File: src/sv/dlb_pkg.sv
// ----------------------------------------------------------------------------
// dlb_pkg: shared types and constants for the discrete log solver
// Command and status structs between controller and datapath.
// ----------------------------------------------------------------------------
package dlb_pkg;

  localparam int unsigned ModBitsDefault = 12;

  // datapath operations
  typedef enum logic [3:0] {
    OpNone    = 4'd0,
    OpLoad    = 4'd1,  // latch operands, start base reduction
    OpRedA    = 4'd2,  // latch reduced base, start target reduction
    OpRedB    = 4'd3,  // latch reduced target
    OpSqrt    = 4'd4,  // one isqrt bit step
    OpPowInit = 4'd5,  // an = 1 % m, counter = 0
    OpPowMul  = 4'd6,  // an = an * a mod m
    OpClr     = 4'd7,  // clear one table entry
    OpGInit   = 4'd8,  // cur = an, i = 1
    OpGMul    = 4'd9,  // record cur, cur = cur * an mod m
    OpBInit   = 4'd10, // cur = b, i = 0
    OpBRead   = 4'd11, // no datapath action; the table read at cur runs unconditionally
    OpBChk    = 4'd12  // check read data, cur = cur * a mod m
  } dlb_op_e;

  typedef struct packed {
    dlb_op_e op;
    logic    mul_go;   // start a modular multiply
  } dlb_cmd_t;

  typedef struct packed {
    logic mod_zero;    // modulus is zero
    logic mul_busy;    // multiply/reduce unit working
    logic sqrt_done;   // isqrt finished
    logic cnt_last;    // loop counter at its end
    logic hit;         // scan hit with valid exponent
  } dlb_sts_t;

endpackage

File: src/sv/dlb_ctrl.sv
// ----------------------------------------------------------------------------
// dlb_ctrl: sequencing state machine
// Walks reduce, isqrt, power, clear, giant-step and scan phases, waiting
// on the multiplier between steps.
// ----------------------------------------------------------------------------
module dlb_ctrl import dlb_pkg::*; (
  input  logic     clk_i,
  input  logic     rst_ni,
  input  logic     start_i,
  input  dlb_sts_t sts_i,
  output dlb_cmd_t cmd_o,
  output logic     busy_o,
  output logic     done_o
);
  typedef enum logic [13:0] {
    StIdle  = 14'b00000000000001,
    StZchk  = 14'b00000000000010,
    StRedA  = 14'b00000000000100,
    StRedB  = 14'b00000000001000,
    StSqrt  = 14'b00000000010000,
    StPowI  = 14'b00000000100000,
    StPow   = 14'b00000001000000,
    StClr   = 14'b00000010000000,
    StGInit = 14'b00000100000000,
    StGRd   = 14'b00001000000000,
    StGMul  = 14'b00010000000000,
    StBRd   = 14'b00100000000000,
    StBChk  = 14'b01000000000000,
    StDone  = 14'b10000000000000
  } state_e;

  state_e state_q, state_d;
  logic   wait_q, wait_d;   // multiply in flight (StPow) or scan initialised (StBRd)
  logic   last_q, last_d;

  always_comb begin
    state_d = state_q;
    wait_d  = wait_q;
    last_d  = last_q;
    cmd_o   = '{op: OpNone, mul_go: 1'b0};
    done_o  = 1'b0;
    unique case (state_q)
      StIdle: if (start_i) begin
        cmd_o   = '{op: OpNone, mul_go: 1'b0};
        state_d = StZchk;
      end
      // operands are latched on the start transfer (see top)
      StZchk: begin
        if (sts_i.mod_zero) state_d = StDone;
        else begin
          cmd_o   = '{op: OpNone, mul_go: 1'b0};
          state_d = StRedA;
          wait_d  = 1'b0;
        end
      end
      // base reduction runs from the start transfer; then reduce target
      StRedA: if (!sts_i.mul_busy) begin
        cmd_o   = '{op: OpRedA, mul_go: 1'b1};
        state_d = StRedB;
      end
      StRedB: if (!sts_i.mul_busy) begin
        cmd_o   = '{op: OpRedB, mul_go: 1'b0};
        state_d = StSqrt;
      end
      StSqrt: begin
        if (sts_i.sqrt_done) state_d = StPowI;
        else cmd_o = '{op: OpSqrt, mul_go: 1'b0};
      end
      StPowI: begin
        cmd_o   = '{op: OpPowInit, mul_go: 1'b0};
        state_d = StPow;
        wait_d  = 1'b0;
      end
      StPow: begin
        if (!wait_q) begin
          cmd_o  = '{op: OpNone, mul_go: 1'b1};
          wait_d = 1'b1;
        end else if (!sts_i.mul_busy) begin
          cmd_o  = '{op: OpPowMul, mul_go: 1'b0};
          wait_d = 1'b0;
          if (sts_i.cnt_last) state_d = StClr;
        end
      end
      StClr: begin
        cmd_o = '{op: OpClr, mul_go: 1'b0};
        if (sts_i.cnt_last) state_d = StGInit;
      end
      StGInit: begin
        cmd_o   = '{op: OpGInit, mul_go: 1'b0};
        state_d = StGRd;
        wait_d  = 1'b0;
      end
      // read slot, then multiply and conditional write
      StGRd: begin
        cmd_o   = '{op: OpNone, mul_go: 1'b1};
        state_d = StGMul;
      end
      StGMul: if (!sts_i.mul_busy) begin
        cmd_o = '{op: OpGMul, mul_go: 1'b0};
        if (sts_i.cnt_last) state_d = StBRd;
        else state_d = StGRd;
        if (sts_i.cnt_last) begin
          cmd_o   = '{op: OpGMul, mul_go: 1'b0};
          last_d  = 1'b0;
        end
      end
      StBRd: begin
        if (last_q && sts_i.hit) state_d = StDone;
        else if (last_q) state_d = StDone;
        else begin
          if (!wait_q) begin
            cmd_o  = '{op: OpBInit, mul_go: 1'b0};
            wait_d = 1'b1;
          end else begin
            cmd_o   = '{op: OpNone, mul_go: 1'b1};
            state_d = StBChk;
          end
        end
      end
      StBChk: begin
        if (sts_i.hit) state_d = StDone;
        else if (!sts_i.mul_busy) begin
          cmd_o  = '{op: OpBChk, mul_go: 1'b0};
          last_d = sts_i.cnt_last;
          state_d = StBRd;
        end
      end
      StDone: begin
        done_o  = 1'b1;
        state_d = StIdle;
      end
      default: state_d = StIdle;
    endcase
    if (state_q == StIdle) last_d = 1'b0;
  end

  always_ff @(posedge clk_i or negedge rst_ni) begin
    if (!rst_ni) begin
      state_q <= StIdle;
      wait_q  <= 1'b0;
      last_q  <= 1'b0;
    end else begin
      state_q <= state_d;
      wait_q  <= wait_d;
      last_q  <= last_d;
    end
  end

  assign busy_o = (state_q != StIdle);
endmodule

File: config.mk
export PLATFORM = sky130hd
export DESIGN_NAME = dlb_ctrl
export DESIGN_NICKNAME = d
export VERILOG_FILES = /design/src/sv/dlb_pkg.sv /design/src/sv/dlb_ctrl.sv
export SDC_FILE = /design/constraint.sdc
export NUM_CORES = 1
export LEC_CHECK = 0
export CORE_MARGIN = 1
export CORE_UTILIZATION = 40
export CTS_BUF_LIST = sky130_fd_sc_hd__clkbuf_8
export CTS_CLUSTER_DIAMETER = 150
export DETAILED_ROUTE_END_ITERATION = 6
export DONT_BUFFER_PORTS = 1
export HOLD_SLACK_MARGIN = 0.12
export SYNTH_ARGS = -nofsm -noshare
export SYNTH_HDL_FRONTEND = slang
export SYNTH_SLANG_ARGS = --single-unit
File: constraint.sdc
create_clock -name clk_i -period 3.1 [get_ports clk_i]
set_clock_uncertainty 0.05 [all_clocks]
set_input_delay 0.31 -clock clk_i [delete_from_list [all_inputs] [get_ports clk_i]]
set_output_delay 0.31 -clock clk_i [all_outputs]
set_load 0.1 [all_outputs]
==> run metrics <==
Root Buffer clkbuf_8; ranking of synthesized cells by area dfrtp_1, nand4_1, nor2_1; crit-path cells or4_1, nor2_1, nand4b_1, a21oi_1, or3_1, buf_4; largest net degree at the start of global routing 17; Seq/Total Area, Yosys 0.316; Syn Inst Count 149; CP endpoint kind output port; Yosys cell types 47; Synth top cells by count dfrtp_1, nor2_1, nand2_1; antenna cells 0; cell area after layout 1520 sq um; hold path cells 2; Final Hold Fails 0; max_cap viols 0; count leader, synth dfrtp_1; CP Data Required Time 2.74 ns; CP max stage delay approximately 0.64 ns; RSZ-0062 raised after global routing false; Post-synth EDFFs 0; Period minus WS final 2.94 ns; I/O pin cnt 15; Min-Delay Path Class in -> reg; CTS clock-pin slew for the worst setup and hold paths 0.07 ns; area leader, netlist dfrtp_1; Fmax between 300 and 400 MHz; Remaining DRCs 0; Slew HR 0.469; DIE HEIGHT between 50 and 60 um; final WL between 3 and 4 mm; final hold slack 0.155 ns; Post-DP Area roughly 1500 sq um; Power Density around 580 nW/um^2; core area about 3000 sq um; Num CTS Buffers 3; WL per Instance roughly 19 um; GRT overflow 0; # nets final between 150 and 200; Die Width between 50 and 60 um; htree depth 1; DR vias/cell 6.38; Die ar. about 3400 sq um; buffers added on ports 0; layout cells sized above 1 0.204; cell count after placement about 200; worst IR drop on VDD 290 uV; total leakage power 0.000660 uW; initial antenna violation count 0; drt first pass iters 4; CP max FO 10; Yosys Warn Count 0; post_cts resized 0; vias in the first global route approximately 1,200; FF-to-FF End state_q[3]; HPWL Detailed around 2.8 mm; syn avg cell area between 8 and 9 sq um; Seq cells post-synth 16; R2R Setup Slk approximately 0.58 ns; Sink Count 16; antenna viol nets, final 0; Crit Path Category reg -> out; clock tree buffer depth 2; Starting Density 0.419; status complete, no violations; worst skew pair latency approximately 0.26 ns; Worst Max-Slew Pin Slew between 0.7 and 0.8 ns; Total GRT Usage 0.249; initial drt markers 84; row count 20; Slew Limit Fails 0; area share of the largest cell type after synthesis 0.296; Min-Delay Endpoint state_q[13]; Placer Congestion 0.921; Pwr Total between 800 and 900 uW; Post-Synthesis Cell Area roughly 1300 sq um; first-pass GRT wire length approximately 6.3 mm; Reg2Reg Launch Point state_q[5]; Startpoint Class flop; share of async-settable or async-resettable flops after synthesis 1.00; final-layout fill cell count about 280; Main synth FF type dfrtp_1; cells on worst reg2reg path 5; Layout area overhead 20.0%; DR vias between 1,000 and 1,500; fin crit share 0.949; Setup-failing EPs final 0; Hold Startpoint sts_i[0]; Post-Layout Cell Count about 200; TritonCTS clock tree done; Post-Syn Nets about 160; Crit path arrival time 2.58 ns; Slowest-stage cell, CP or4_1
[report_power, final]
part           internal [uW]  switching [uW]
Clock                    113            80.7
Sequential               235            41.7
Combinational            136             278
[cell families (layout without fill, tap and decap cells)]
group | count (synthesis) | after routing | synth area share
multiplexers | 4 | 4 | 0.0355
flip-flops | 16 | 16 | 0.316
XOR/XNOR | 4 | 4 | 0.0276
buffers and inverters | 17 | 25 | 0.0699
AO/OA/AOI/OAI | 23 | 23 | 0.132
AND/OR/NAND/NOR | 85 | 85 | 0.419
[stage by stage]
step	util	setup slack (ns)	TNS (ns)
after global routing	0.503	0.0146	0
after detailed placement	0.479	0.482	0
after CTS	0.501	0.176	0
after floorplan	-	-0.205	-0.438
final	0.503	0.157	0
after global placement	0.479	0.530	0
[worst max-delay path by stage]
stage                           from  slack [ns]        to  cells after the start
after floorplan           state_q[5]       -0.20    done_o                      4
after global placement    state_q[2]        0.53  cmd_o[4]                      6
after detailed placement  state_q[2]        0.48  cmd_o[4]                      6
after CTS                 state_q[2]        0.18  cmd_o[4]                      6
after global routing      state_q[2]        0.01  cmd_o[4]                      6
final                     state_q[2]        0.16  cmd_o[4]                      6
[flip-flops by register name, summed over array words and instances (netlist names)]
register / flops
last_q: 1
state_q: 14
wait_q: 1
[cells in the final DEF, fill, tap and decap left out, types with 4 or more instances in the layout]
| cell | n |
|---|---|
| dfrtp_1 | 15 |
| nor2_1 | 12 |
| buf_4 | 12 |
| nand2_1 | 9 |
| nand4_1 | 8 |
| inv_1 | 6 |
| nor4_1 | 6 |
| nand3_1 | 5 |
| nand3b_1 | 5 |
| or3_1 | 5 |
| or4_1 | 4 |
| nor3_1 | 4 |
| nand2b_1 | 4 |
| nor2b_1 | 4 |
| clkbuf_8 | 4 |
[metal layers]
layer | routed length (um) | vias to the layer above | track usage
met5 | 0 | - | 0
met4 | 128 | 0 | 0.133
met3 | 296 | 15 | 0.0505
met2 | 1740 | 60 | 0.376
met1 | 1640 | 626 | 0.338
li1 | - | 582 | -
[cell type report]
class | instances | area (sq um) | area share
Timing Repair Buffer | 15 | 150 | 0.0985
Clock buffer | 4 | 55.1 | 0.0361
Sequential cell | 16 | 402 | 0.264
Tap cell | 44 | 55.1 | 0.0361
Inverter | 6 | 22.5 | 0.0148
Multi-Input combinational cell | 116 | 840 | 0.551
[timing repair]
| action | in CTS | in global routing |
|---|---|---|
| hold endpoints to repair | 16 | 0 |
| hold buffers | 1 | 0 |
| buffers inserted | 0 | 1 |
| endpoints found under the setup margin | 0 | 1 |
[critical path: cells and delay by family (launching register included)]
kind / cells / cell delay, ns
compound gates: 1 / 0.21
simple gates: 4 / 1.33
buf+inv: 1 / 0.29
flops: 1 / 0.50
Note: power is estimated with default switching activity, not from simulation.
